File: src/hdl/cpu8_pkg.sv
// ----------------------------------------------------------------------------
// cpu8_pkg
// Shared operation codes, flag positions, reset values and the result type
// of the 8-bit accumulator execute core.
// ----------------------------------------------------------------------------
`default_nettype none

package cpu8_pkg;

  // Operation codes
  localparam logic [5:0] OP_ADC   = 6'd0;
  localparam logic [5:0] OP_SBC   = 6'd1;
  localparam logic [5:0] OP_AND   = 6'd2;
  localparam logic [5:0] OP_ORA   = 6'd3;
  localparam logic [5:0] OP_EOR   = 6'd4;
  localparam logic [5:0] OP_CMP   = 6'd5;
  localparam logic [5:0] OP_CPX   = 6'd6;
  localparam logic [5:0] OP_CPY   = 6'd7;
  localparam logic [5:0] OP_BIT   = 6'd8;
  localparam logic [5:0] OP_LDA   = 6'd9;
  localparam logic [5:0] OP_LDX   = 6'd10;
  localparam logic [5:0] OP_LDY   = 6'd11;
  localparam logic [5:0] OP_ASL_M = 6'd12;
  localparam logic [5:0] OP_LSR_M = 6'd13;
  localparam logic [5:0] OP_ROL_M = 6'd14;
  localparam logic [5:0] OP_ROR_M = 6'd15;
  localparam logic [5:0] OP_ASL_A = 6'd16;
  localparam logic [5:0] OP_LSR_A = 6'd17;
  localparam logic [5:0] OP_ROL_A = 6'd18;
  localparam logic [5:0] OP_ROR_A = 6'd19;
  localparam logic [5:0] OP_INC   = 6'd20;
  localparam logic [5:0] OP_DEC   = 6'd21;
  localparam logic [5:0] OP_INX   = 6'd22;
  localparam logic [5:0] OP_INY   = 6'd23;
  localparam logic [5:0] OP_DEX   = 6'd24;
  localparam logic [5:0] OP_DEY   = 6'd25;
  localparam logic [5:0] OP_TAX   = 6'd26;
  localparam logic [5:0] OP_TXA   = 6'd27;
  localparam logic [5:0] OP_TAY   = 6'd28;
  localparam logic [5:0] OP_TYA   = 6'd29;
  localparam logic [5:0] OP_TSX   = 6'd30;
  localparam logic [5:0] OP_TXS   = 6'd31;
  localparam logic [5:0] OP_CLC   = 6'd32;
  localparam logic [5:0] OP_SEC   = 6'd33;
  localparam logic [5:0] OP_CLI   = 6'd34;
  localparam logic [5:0] OP_SEI   = 6'd35;
  localparam logic [5:0] OP_CLV   = 6'd36;
  localparam logic [5:0] OP_CLD   = 6'd37;
  localparam logic [5:0] OP_SED   = 6'd38;
  localparam logic [5:0] OP_STA   = 6'd39;
  localparam logic [5:0] OP_STX   = 6'd40;
  localparam logic [5:0] OP_STY   = 6'd41;
  localparam logic [5:0] OP_PHA   = 6'd42;
  localparam logic [5:0] OP_PHP   = 6'd43;
  localparam logic [5:0] OP_PLA   = 6'd44;
  localparam logic [5:0] OP_PLP   = 6'd45;
  localparam logic [5:0] OP_NOP   = 6'd46;

  // Status bit positions
  localparam int unsigned FLAG_C = 0;
  localparam int unsigned FLAG_Z = 1;
  localparam int unsigned FLAG_I = 2;
  localparam int unsigned FLAG_D = 3;
  localparam int unsigned FLAG_B = 4;
  localparam int unsigned FLAG_U = 5;
  localparam int unsigned FLAG_V = 6;
  localparam int unsigned FLAG_N = 7;

  // Reset values
  localparam logic [7:0] SP_RESET     = 8'hFD;
  localparam logic [7:0] STATUS_RESET = 8'h24;

  // One result request
  typedef struct packed {
    logic [7:0] acc_value;
    logic [7:0] x_value;
    logic [7:0] y_value;
    logic [7:0] stack_value;
    logic [7:0] status_value;
    logic       write_enable;
    logic [7:0] write_data;
    logic       write_to_stack;
    logic [7:0] stack_slot;
  } result_t;

endpackage

`default_nettype wire

File: src/hdl/cpu8_alu_register_execute_core.sv
// ----------------------------------------------------------------------------
// cpu8_alu_register_execute_core
// A, X, Y, stack pointer and status with the ALU of an 8-bit accumulator
// processor; one operation and its operand byte in, one register/write report
// out.
// ----------------------------------------------------------------------------
// The core takes one operation per clock while in_stall is low and registers
// its result. The whole operation is a single 8-bit ALU pass from the register
// file to the result register, and the registers update at the accepting
// edge, so dependent operations follow back to back. Results leave through a
// two-entry output buffer: a request is accepted while one result waits to be
// taken, and in_stall rises only when both entries are full. Reset leaves
// A = X = Y = 0, stack pointer 0xFD and status 0x24. Pulls expect the operand
// to be the byte at stack slot sp+1; add and subtract are binary only.
`default_nettype none

module cpu8_alu_register_execute_core (
  input  wire logic       clk,
  input  wire logic       rst_n,
  input  wire logic       in_valid,
  output logic            in_stall,
  input  wire logic [5:0] in_operation,
  input  wire logic [7:0] in_operand,
  output logic            out_valid,
  input  wire logic       out_stall,
  output logic [7:0]      out_acc_value,
  output logic [7:0]      out_x_value,
  output logic [7:0]      out_y_value,
  output logic [7:0]      out_stack_value,
  output logic [7:0]      out_status_value,
  output logic            out_write_enable,
  output logic [7:0]      out_write_data,
  output logic            out_write_to_stack,
  output logic [7:0]      out_stack_slot
);

  // Architectural registers
  logic [7:0] acc_r, x_r, y_r, sp_r, status_r;
  logic [7:0] acc_nxt, x_nxt, y_nxt, sp_nxt, status_nxt;

  // Output buffer
  logic               out_valid_r, skid_valid_r;
  cpu8_pkg::result_t  out_data_r, skid_data_r;
  cpu8_pkg::result_t  res;

  logic accept, take;

  // ALU datapath
  logic [7:0] add_b;
  logic [8:0] sum9;
  logic       add_ovf;
  logic [7:0] cmp_reg;
  logic [8:0] cmp_diff;
  logic [7:0] sh_src, sh_res;
  logic       sh_cout;
  logic [7:0] nz_val;
  logic       nz_upd;
  logic       we, to_stack;
  logic [7:0] wdata, slot;

  assign accept = in_valid && !in_stall;
  assign take   = out_valid_r && !out_stall;

  // Add with carry; subtract adds the inverted operand
  assign add_b   = (in_operation == cpu8_pkg::OP_SBC) ? ~in_operand : in_operand;
  assign sum9    = {1'b0, acc_r} + {1'b0, add_b} + {8'h00, status_r[cpu8_pkg::FLAG_C]};
  assign add_ovf = ~(acc_r[7] ^ add_b[7]) & (acc_r[7] ^ sum9[7]);

  // Compare against A, X or Y
  always_comb begin
    case (in_operation)
      cpu8_pkg::OP_CPX: cmp_reg = x_r;
      cpu8_pkg::OP_CPY: cmp_reg = y_r;
      default:          cmp_reg = acc_r;
    endcase
  end
  assign cmp_diff = {1'b0, cmp_reg} - {1'b0, in_operand};

  // Shift and rotate: low two code bits pick the kind, bit 4 picks A
  assign sh_src = in_operation[4] ? acc_r : in_operand;
  always_comb begin
    case (in_operation[1:0])
      2'd0: begin
        sh_res  = {sh_src[6:0], 1'b0};
        sh_cout = sh_src[7];
      end
      2'd1: begin
        sh_res  = {1'b0, sh_src[7:1]};
        sh_cout = sh_src[0];
      end
      2'd2: begin
        sh_res  = {sh_src[6:0], status_r[cpu8_pkg::FLAG_C]};
        sh_cout = sh_src[7];
      end
      default: begin
        sh_res  = {status_r[cpu8_pkg::FLAG_C], sh_src[7:1]};
        sh_cout = sh_src[0];
      end
    endcase
  end

  // Decode the operation and form the next register values
  always_comb begin
    acc_nxt    = acc_r;
    x_nxt      = x_r;
    y_nxt      = y_r;
    sp_nxt     = sp_r;
    status_nxt = status_r;
    nz_val     = 8'h00;
    nz_upd     = 1'b0;
    we         = 1'b0;
    to_stack   = 1'b0;
    wdata      = 8'h00;
    slot       = 8'h00;
    case (in_operation)
      cpu8_pkg::OP_ADC, cpu8_pkg::OP_SBC: begin
        acc_nxt                       = sum9[7:0];
        status_nxt[cpu8_pkg::FLAG_V] = add_ovf;
        status_nxt[cpu8_pkg::FLAG_C] = sum9[8];
        nz_val = sum9[7:0];
        nz_upd = 1'b1;
      end
      cpu8_pkg::OP_AND: begin
        acc_nxt = acc_r & in_operand;
        nz_val  = acc_r & in_operand;
        nz_upd  = 1'b1;
      end
      cpu8_pkg::OP_ORA: begin
        acc_nxt = acc_r | in_operand;
        nz_val  = acc_r | in_operand;
        nz_upd  = 1'b1;
      end
      cpu8_pkg::OP_EOR: begin
        acc_nxt = acc_r ^ in_operand;
        nz_val  = acc_r ^ in_operand;
        nz_upd  = 1'b1;
      end
      cpu8_pkg::OP_CMP, cpu8_pkg::OP_CPX, cpu8_pkg::OP_CPY: begin
        status_nxt[cpu8_pkg::FLAG_C] = ~cmp_diff[8];
        nz_val = cmp_diff[7:0];
        nz_upd = 1'b1;
      end
      cpu8_pkg::OP_BIT: begin
        status_nxt[cpu8_pkg::FLAG_N] = in_operand[7];
        status_nxt[cpu8_pkg::FLAG_V] = in_operand[6];
        status_nxt[cpu8_pkg::FLAG_Z] = ((in_operand & acc_r) == 8'h00);
      end
      cpu8_pkg::OP_LDA, cpu8_pkg::OP_PLA: begin
        acc_nxt = in_operand;
        nz_val  = in_operand;
        nz_upd  = 1'b1;
        if (in_operation == cpu8_pkg::OP_PLA) begin
          sp_nxt = sp_r + 8'd1;
        end
      end
      cpu8_pkg::OP_LDX: begin
        x_nxt  = in_operand;
        nz_val = in_operand;
        nz_upd = 1'b1;
      end
      cpu8_pkg::OP_LDY: begin
        y_nxt  = in_operand;
        nz_val = in_operand;
        nz_upd = 1'b1;
      end
      cpu8_pkg::OP_ASL_M, cpu8_pkg::OP_LSR_M,
      cpu8_pkg::OP_ROL_M, cpu8_pkg::OP_ROR_M: begin
        status_nxt[cpu8_pkg::FLAG_C] = sh_cout;
        nz_val = sh_res;
        nz_upd = 1'b1;
        we     = 1'b1;
        wdata  = sh_res;
      end
      cpu8_pkg::OP_ASL_A, cpu8_pkg::OP_LSR_A,
      cpu8_pkg::OP_ROL_A, cpu8_pkg::OP_ROR_A: begin
        status_nxt[cpu8_pkg::FLAG_C] = sh_cout;
        acc_nxt = sh_res;
        nz_val  = sh_res;
        nz_upd  = 1'b1;
      end
      cpu8_pkg::OP_INC: begin
        nz_val = in_operand + 8'd1;
        nz_upd = 1'b1;
        we     = 1'b1;
        wdata  = in_operand + 8'd1;
      end
      cpu8_pkg::OP_DEC: begin
        nz_val = in_operand - 8'd1;
        nz_upd = 1'b1;
        we     = 1'b1;
        wdata  = in_operand - 8'd1;
      end
      cpu8_pkg::OP_INX: begin
        x_nxt  = x_r + 8'd1;
        nz_val = x_r + 8'd1;
        nz_upd = 1'b1;
      end
      cpu8_pkg::OP_INY: begin
        y_nxt  = y_r + 8'd1;
        nz_val = y_r + 8'd1;
        nz_upd = 1'b1;
      end
      cpu8_pkg::OP_DEX: begin
        x_nxt  = x_r - 8'd1;
        nz_val = x_r - 8'd1;
        nz_upd = 1'b1;
      end
      cpu8_pkg::OP_DEY: begin
        y_nxt  = y_r - 8'd1;
        nz_val = y_r - 8'd1;
        nz_upd = 1'b1;
      end
      cpu8_pkg::OP_TAX: begin
        x_nxt  = acc_r;
        nz_val = acc_r;
        nz_upd = 1'b1;
      end
      cpu8_pkg::OP_TXA: begin
        acc_nxt = x_r;
        nz_val  = x_r;
        nz_upd  = 1'b1;
      end
      cpu8_pkg::OP_TAY: begin
        y_nxt  = acc_r;
        nz_val = acc_r;
        nz_upd = 1'b1;
      end
      cpu8_pkg::OP_TYA: begin
        acc_nxt = y_r;
        nz_val  = y_r;
        nz_upd  = 1'b1;
      end
      cpu8_pkg::OP_TSX: begin
        x_nxt  = sp_r;
        nz_val = sp_r;
        nz_upd = 1'b1;
      end
      cpu8_pkg::OP_TXS: sp_nxt = x_r;
      cpu8_pkg::OP_CLC: status_nxt[cpu8_pkg::FLAG_C] = 1'b0;
      cpu8_pkg::OP_SEC: status_nxt[cpu8_pkg::FLAG_C] = 1'b1;
      cpu8_pkg::OP_CLI: status_nxt[cpu8_pkg::FLAG_I] = 1'b0;
      cpu8_pkg::OP_SEI: status_nxt[cpu8_pkg::FLAG_I] = 1'b1;
      cpu8_pkg::OP_CLV: status_nxt[cpu8_pkg::FLAG_V] = 1'b0;
      cpu8_pkg::OP_CLD: status_nxt[cpu8_pkg::FLAG_D] = 1'b0;
      cpu8_pkg::OP_SED: status_nxt[cpu8_pkg::FLAG_D] = 1'b1;
      cpu8_pkg::OP_STA: begin
        we    = 1'b1;
        wdata = acc_r;
      end
      cpu8_pkg::OP_STX: begin
        we    = 1'b1;
        wdata = x_r;
      end
      cpu8_pkg::OP_STY: begin
        we    = 1'b1;
        wdata = y_r;
      end
      cpu8_pkg::OP_PHA: begin
        we       = 1'b1;
        wdata    = acc_r;
        to_stack = 1'b1;
        slot     = sp_r;
        sp_nxt   = sp_r - 8'd1;
      end
      cpu8_pkg::OP_PHP: begin
        we       = 1'b1;
        wdata    = status_r;
        wdata[cpu8_pkg::FLAG_U] = 1'b1;
        wdata[cpu8_pkg::FLAG_B] = 1'b1;
        to_stack = 1'b1;
        slot     = sp_r;
        sp_nxt   = sp_r - 8'd1;
      end
      cpu8_pkg::OP_PLP: begin
        sp_nxt     = sp_r + 8'd1;
        status_nxt = in_operand;
        status_nxt[cpu8_pkg::FLAG_B] = 1'b0;
        status_nxt[cpu8_pkg::FLAG_U] = 1'b1;
      end
      default: ;
    endcase
    // Common N and Z update
    if (nz_upd) begin
      status_nxt[cpu8_pkg::FLAG_N] = nz_val[7];
      status_nxt[cpu8_pkg::FLAG_Z] = (nz_val == 8'h00);
    end
  end

  // Pack the result request
  always_comb begin
    res.acc_value      = acc_nxt;
    res.x_value        = x_nxt;
    res.y_value        = y_nxt;
    res.stack_value    = sp_nxt;
    res.status_value   = status_nxt;
    res.write_enable   = we;
    res.write_data     = wdata;
    res.write_to_stack = to_stack;
    res.stack_slot     = slot;
  end

  // Advance the register file on each accepted request
  always_ff @(posedge clk) begin
    if (!rst_n) begin
      acc_r    <= 8'h00;
      x_r      <= 8'h00;
      y_r      <= 8'h00;
      sp_r     <= cpu8_pkg::SP_RESET;
      status_r <= cpu8_pkg::STATUS_RESET;
    end else if (accept) begin
      acc_r    <= acc_nxt;
      x_r      <= x_nxt;
      y_r      <= y_nxt;
      sp_r     <= sp_nxt;
      status_r <= status_nxt;
    end
  end

  // Output buffer control: main entry plus one skid entry
  always_ff @(posedge clk) begin
    if (!rst_n) begin
      out_valid_r  <= 1'b0;
      skid_valid_r <= 1'b0;
    end else if (accept) begin
      if (!out_valid_r || take) begin
        out_valid_r <= 1'b1;
      end else begin
        skid_valid_r <= 1'b1;
      end
    end else if (take) begin
      if (skid_valid_r) begin
        skid_valid_r <= 1'b0;
      end else begin
        out_valid_r <= 1'b0;
      end
    end
  end

  // Output buffer payload
  always_ff @(posedge clk) begin
    if (accept) begin
      if (!out_valid_r || take) begin
        out_data_r <= res;
      end else begin
        skid_data_r <= res;
      end
    end else if (take && skid_valid_r) begin
      out_data_r <= skid_data_r;
    end
  end

  assign in_stall           = skid_valid_r;
  assign out_valid          = out_valid_r;
  assign out_acc_value      = out_data_r.acc_value;
  assign out_x_value        = out_data_r.x_value;
  assign out_y_value        = out_data_r.y_value;
  assign out_stack_value    = out_data_r.stack_value;
  assign out_status_value   = out_data_r.status_value;
  assign out_write_enable   = out_data_r.write_enable;
  assign out_write_data     = out_data_r.write_data;
  assign out_write_to_stack = out_data_r.write_to_stack;
  assign out_stack_slot     = out_data_r.stack_slot;

endmodule

`default_nettype wire

File: config.mk
export PLATFORM = sky130hd
export DESIGN_NAME = cpu8_alu_register_execute_core
export DESIGN_NICKNAME = d
export VERILOG_FILES = /design/src/hdl/cpu8_pkg.sv /design/src/hdl/cpu8_alu_register_execute_core.sv
export SDC_FILE = /design/constraint.sdc
export NUM_CORES = 1
export LEC_CHECK = 0
export ABC_AREA = 0
export BUFFER_PORTS_ARGS = -buffer_cell sky130_fd_sc_hd__buf_4
export CAP_MARGIN = 10
export CORE_MARGIN = 2
export CORE_UTILIZATION = 30
export CTS_CLUSTER_DIAMETER = 150
export DETAILED_ROUTE_END_ITERATION = 8
export GPL_TIMING_DRIVEN = 0
export HOLD_SLACK_MARGIN = 0.03
export PLACE_DENSITY = 0.44
export SLEW_MARGIN = 10
export SYNTH_ARGS = -nofsm -noshare
export SYNTH_HDL_FRONTEND = slang
export SYNTH_SLANG_ARGS = --single-unit
File: constraint.sdc
create_clock -name clk -period 9.7 [get_ports clk]
set_input_delay 2.91 -clock clk [delete_from_list [all_inputs] [get_ports clk]]
set_output_delay 2.91 -clock clk [all_outputs]
set_load 0.02 [all_outputs]
==> flow_summary.toml, run 1 <==
[route]
ant_nets = 0
wl_microns = 47800
drt_iter0_markers = 1107
drc = 0
vias = 10244
drtPass1Iterations = 6
vias_per_cell = 5.82
wire_per_inst_microns = 27.2

[global_route]
grt.overflow.total = 0
grt_pass1_wl_microns = 69200
grt_pass1_vias = 9857
grt_max_degree = 31
grt.total_usage = 0.263
grt_use_met1 = 0.365
gr-max-usage-layer = "met2"
use_met2 = 0.399
use_met3 = 0.0464
antenna_found_initial = 2

[floorplan]
initial_utilization = 0.306
std_cell_rows = 68
ios = 78
chipHeight_microns = 192
die_x_microns = 192
dieArea_sq_um = 36900
coreArea_sq_um = 34700

[worst_setup_path]
critPathMaxFanout = 10
crit_arrival_ns = 7.81
cp-start-kind = "input pin"
critPathRequiredTime_ns = 9.95
setup.worst_path.end_class = "flip-flop"
path_class = "input pin to flip-flop"

[clocking]
post_cts_resized = 0
ctsRootBufferMaster = "clkbuf_16"
cts_tree = "done"
postCtsHoldBufs = 0
path_clk_slew_ns = 0.07
h-tree-depth = 4
cts.sinks = 158
clk_latency_ns = 0.45
cts_buffers = 17
post_cts_buffers = 0
cts.path.max_buffers = 2

[timing]
hold_viol_final = 0
setup_viol = 0
finalSetupTns_ns = 0
finalCritPeriodShare = 0.779
slew_viol_final = 0
fmax_ghz = 0.132
max_slew_margin = 0.125
worst_pin_slew_ns = 1.30
layout_min_cycle_time_ns = 7.55
rsz0062_at_grt = "no"
fin_skew_ns = 0.0115

[synth]
synth.ff_latch_count = 158
postSynthCellCount = 1188
avgSynthCellArea_sq_um = 8.93
yosysSeqAreaShare = 0.408
netlist_area_sq_um = 10600
synth_async_sr_flop_share = 0
syn_nets = 1249
ys_types = 83
yosysWarnings = 0
synth_edf_count = 116
ys.flop_type = "edfxtp_1"

[placement]
hpwl_microns = 36400
numPortBuffers = 76
post_dp_cell_area_sq_um = 11900
gp_congestion = 0.982
placed_cells = 1725

[cells_and_area]
fin_nets = 1351
seq_area_sq_um = 4320
postLayoutCoreUtil = 0.359
final_cell_mix = "nand2_1, nor2_1, edfxtp_1"
multiInputGateArea_sq_um = 5790
instances_no_fill = 1759
final_area_sq_um = 12500
layout_commonest_cell = "nand2_1"
n_fill_cell = 3652
syn2layout_area_growth_pct = 17.5
drive_gt1_frac = 0.131

[job]
cap_violations = 0

[power_and_ir_drop]
power_density_nw_per_um2 = 152
leakagePower_nw = 4.65
vdd_drop_max_uv = 126

[run_status]
status = "completed"

[hold_path]
hp-class = "flip-flop to flip-flop"
==> report_power, final <==
part / switching, W / total, W / internal [W]
combinational: 0.000284 / 0.000421 / 0.000136
clock: 0.000300 / 0.000676 / 0.000377
sequential: 0.0000204 / 0.000795 / 0.000774
==> logic make-up (layout without fill, tap and decap cells) <==
kind of cell,Yosys count,in the layout,synth area share
other cells,0,1,0
xor+xnor,24,24,0.0198
compound gates,321,321,0.212
simple gates,480,480,0.222
mux,27,27,0.0342
fa+ha+maj,43,43,0.0528
buf+inv,135,250,0.0509
flops,158,158,0.408
==> sequential cells by signal, indices dropped and copies added, names as in the netlist, 8 cells and up <==
signal / count
status_r: 8
out_write_data: 8
out_x_value: 8
out_stack_slot: 8
acc_r: 8
x_r: 8
y_r: 8
out_stack_value: 8
skid_data_r: 58
out_acc_value: 8
out_y_value: 8
sp_r: 8
out_status_value: 8
==> worst max-delay path: stages <==
cell and delay (ns):
buf_4 0.11, buf_2 0.27, nor2b_1 0.72, nand2_1 0.58, xnor2_1 0.28, fa_1 0.42, inv_1 0.09, fa_1 0.42
nor2_1 0.12, a211oi_1 0.06, a211o_1 0.31, or4_1 0.65, nor4_1 0.25, nand4b_1 0.25, o31ai_1 0.34
==> final cells by class <==
type                    count  share of cell area
well taps                 455              0.0457
repair buffers             83              0.0526
clock buffers              23              0.0411
multi-input cells         895               0.465
diodes                      1            0.000201
flip-flops and latches    158               0.347
plain buffers              91              0.0301
inverters                  44              0.0133
clock inverters             9             0.00552
==> cells in the mapped netlist, types with 7 or more instances <==
| cell | count | area [sq um] |
|---|---|---|
| o211ai_1 | 10 | 75.1 |
| a221oi_1 | 11 | 96.3 |
| a21oi_1 | 51 | 255 |
| ha_1 | 40 | 500 |
| nand2b_1 | 17 | 106 |
| nand2_1 | 144 | 541 |
| clkbuf_1 | 67 | 251 |
| buf_2 | 15 | 75.1 |
| mux2_2 | 14 | 158 |
| o21a_1 | 10 | 75.1 |
| o21ai_0 | 73 | 365 |
| a222oi_1 | 8 | 80.1 |
| nor4b_1 | 7 | 61.3 |
| nand3_1 | 27 | 135 |
| and2_1 | 14 | 87.6 |
| nand4_1 | 10 | 62.6 |
| nor4_1 | 13 | 81.3 |
| xnor2_1 | 15 | 131 |
| edfxtp_1 | 116 | 3480 |
| a22oi_1 | 30 | 225 |
| a221o_1 | 15 | 150 |
| a22o_1 | 13 | 114 |
| dfxtp_1 | 42 | 841 |
| a21o_1 | 7 | 52.6 |
| xor2_1 | 9 | 78.8 |
| nor2_1 | 137 | 514 |
| a211oi_1 | 9 | 67.6 |
| nor2b_1 | 14 | 87.6 |
| nor3_1 | 30 | 150 |
| nand3b_1 | 10 | 75.1 |
| and3_1 | 10 | 62.6 |
| a31oi_1 | 8 | 50.1 |
| mux2i_1 | 7 | 70.1 |
| o31ai_1 | 10 | 75.1 |
| inv_1 | 44 | 165 |
==> per-stage QoR <==
stage / hold slack, ns / setup slack [ns] / total power [W]
floorplan: 0.407 / 2.75 / 0.00105
global route: 0.462 / 1.85 / 0.00197
detailed placement: 0.429 / 1.73 / 0.00122
global placement: 0.420 / 0.0684 / 0.00122
CTS: 0.444 / 2.20 / 0.00190
finish: 0.439 / 2.15 / 0.00189
==> final timing paths <==
kind                       startpoint                            end  slack [ns]  cells past startpoint
max reg2reg     acc_r[0]$_SDFFE_PN0P_  out_status_value[1]$_DFFE_PP_        5.23                     12
min reg2reg  status_r[5]$_SDFFE_PN1P_       status_r[5]$_SDFFE_PN1P_        0.44                      1
min          status_r[5]$_SDFFE_PN1P_       status_r[5]$_SDFFE_PN1P_        0.44                      1
max                   in_operation[0]  out_status_value[1]$_DFFE_PP_        2.15                     15
==> routing by layer <==
metal,share of wire,up-vias
met2,0.44,430
li1,-,4644
met5,0,-
met1,0.46,5086
met4,0.041,0
met3,0.062,84
Power figures use the tool's default switching activity.
==> inputs of run 2 (changes only) <==
PLACE_DENSITY = 0.46   (was 0.44)
clock period = 6.9 ns   (was 9.7 ns; I/O delays follow)
==> run 2 against run 1 <==
Against the previous run: clock power grew 48%; final cell count shrank 0.11%; worst hold slack gained 0.0065 ns; utilization grew 0.083 points; largest power group unchanged; worst setup slack lost 1.7 ns; via count grew 0.14%; critical path depth is the same; design area grew 0.23%.
==> flow_summary.toml, run 2 (synthesis gave the netlist of run 1 again) <==
[timing]
fmax_ghz = 0.155
hold_viol_final = 0
finalCritPeriodShare = 0.935
fin_skew_ns = 0.0128
rsz0062_at_grt = "no"
worst_pin_slew_ns = 1.24
layout_min_cycle_time_ns = 6.45
max_slew_margin = 0.169
slew_viol_final = 0
fin_hold_ws_ns = 0.446
setup_viol = 0

[power_and_ir_drop]
power_density_nw_per_um2 = 218
p_total_w = 0.00272
vdd_drop_max_uv = 173
leakagePower_nw = 4.65

[worst_setup_path]
path_class = "input pin to flip-flop"
path_buf_inv = 2
setup.worst_path.end_class = "flip-flop"
path_depth = 15
path_cells = "buf_2, or4b_2, nor2_1, nor2_1, a21oi_1, ha_1, inv_1, fa_1, xor2_1, nor4b_1, a21oi_1, or3_1, nor4_1, nand4b_1, o31ai_1"
crit_family = "simple AND/OR/NAND/NOR gates"
critPathMaxFanout = 9
critical-path-slowest-cell = "or4b_2"
cp-start-kind = "input pin"
max_stage_delay_ns = 0.74
crit_arrival_ns = 6.73
critPathRequiredTime_ns = 7.18
reg2regPathDepth = 12

[route]
wire_per_inst_microns = 27.7
wl_microns = 48700
drt_iter0_markers = 996
vias_per_cell = 5.84
drtPass1Iterations = 5
vias = 10258
ant_nets = 0
drc = 0

[run_status]
status = "completed"

[job]
cap_violations = 0

[cells_and_area]
n_fill_cell = 3646
seq_area_sq_um = 4320
final_cell_mix = "nand2_1, nor2_1, edfxtp_1"
drive_gt1_frac = 0.131
final_area_sq_um = 12500
syn2layout_area_growth_pct = 17.7
diodes = 0
layout_commonest_cell = "nand2_1"
fin_nets = 1350
multiInputGateArea_sq_um = 5800
regMostFlops = "skid_data_r"
postLayoutCoreUtil = 0.360
largest_reg_flops = 58

[hold_path]
min_path_cells = 1
hp-class = "flip-flop to flip-flop"

[clocking]
cts_tree = "done"
post_cts_buffers = 0
post_cts_resized = 0
ctsRootBufferMaster = "clkbuf_16"
cts.path.max_buffers = 2
clk_latency_ns = 0.46
h-tree-depth = 4
cts_buffers = 17
cts.sinks = 158
path_clk_slew_ns = 0.07
postCtsHoldBufs = 0

[floorplan]
dieArea_sq_um = 36900
ios = 78
std_cell_rows = 68
chipHeight_microns = 192
coreArea_sq_um = 34700
die_x_microns = 192
initial_utilization = 0.306

[global_route]
grt_pass1_vias = 9848
grt.overflow.total = 0
grt.total_usage = 0.269
antenna_found_initial = 1
grt_pass1_wl_microns = 70300
grt_max_degree = 31

[placement]
post_dp_cell_area_sq_um = 11900
gp_congestion = 0.981
numPortBuffers = 76
hpwl_microns = 37100
==> run 2: metal layers <==
layer / wire length, microns / track usage
met5: 0 / 0
met4: 2190 / 0.126
met3: 3210 / 0.0554
met2: 21200 / 0.406
met1: 22100 / 0.368
==> run 2: report_power, final <==
part / internal (W) / leakage, nW / switching (W)
logic: 0.000192 / 2.96 / 0.000406
registers: 0.00109 / 1.41 / 0.0000293
clock network: 0.000580 / 0.289 / 0.000421
==> run 2: final timing paths <==
check,start,to,slack [ns]
worst max register to register,acc_r[0]$_SDFFE_PN0P_,out_status_value[1]$_DFFE_PP_,2.61
worst max-delay path,in_operation[5],out_status_value[1]$_DFFE_PP_,0.45
worst min-delay path,status_r[5]$_SDFFE_PN1P_,status_r[5]$_SDFFE_PN1P_,0.45
worst min register to register,status_r[5]$_SDFFE_PN1P_,status_r[5]$_SDFFE_PN1P_,0.45
==> run 2: cell type report <==
class	count	share of cell area
Clock buffer	19	0.0355
Clock inverter	13	0.0129
Buffer	91	0.0301
Inverter	44	0.0132
Multi-Input combinational cell	895	0.464
Tap cell	455	0.0456
Timing Repair Buffer	82	0.0523
Sequential cell	158	0.346
==> run 2: per-stage QoR <==
stage,std cells,setup WS [ns],setup TNS (ns)
after global routing,1757,0.143,0
after global placement,1719,-1.87,-110.27
after CTS,1757,0.0801,0
final,1757,0.449,0
after floorplan,1188,0.787,0
after detailed placement,1725,-0.358,-2.01
==> run 2: worst reg2reg max path: cells and delay by family (launching register included) <==
family	cells	cell delay (ns)
buffers and inverters	3	0.90
and+or+nand+nor	4	1.29
DFF	1	0.33
AOI/OAI and AO/OA	3	0.66
adders and majority gates	2	0.92
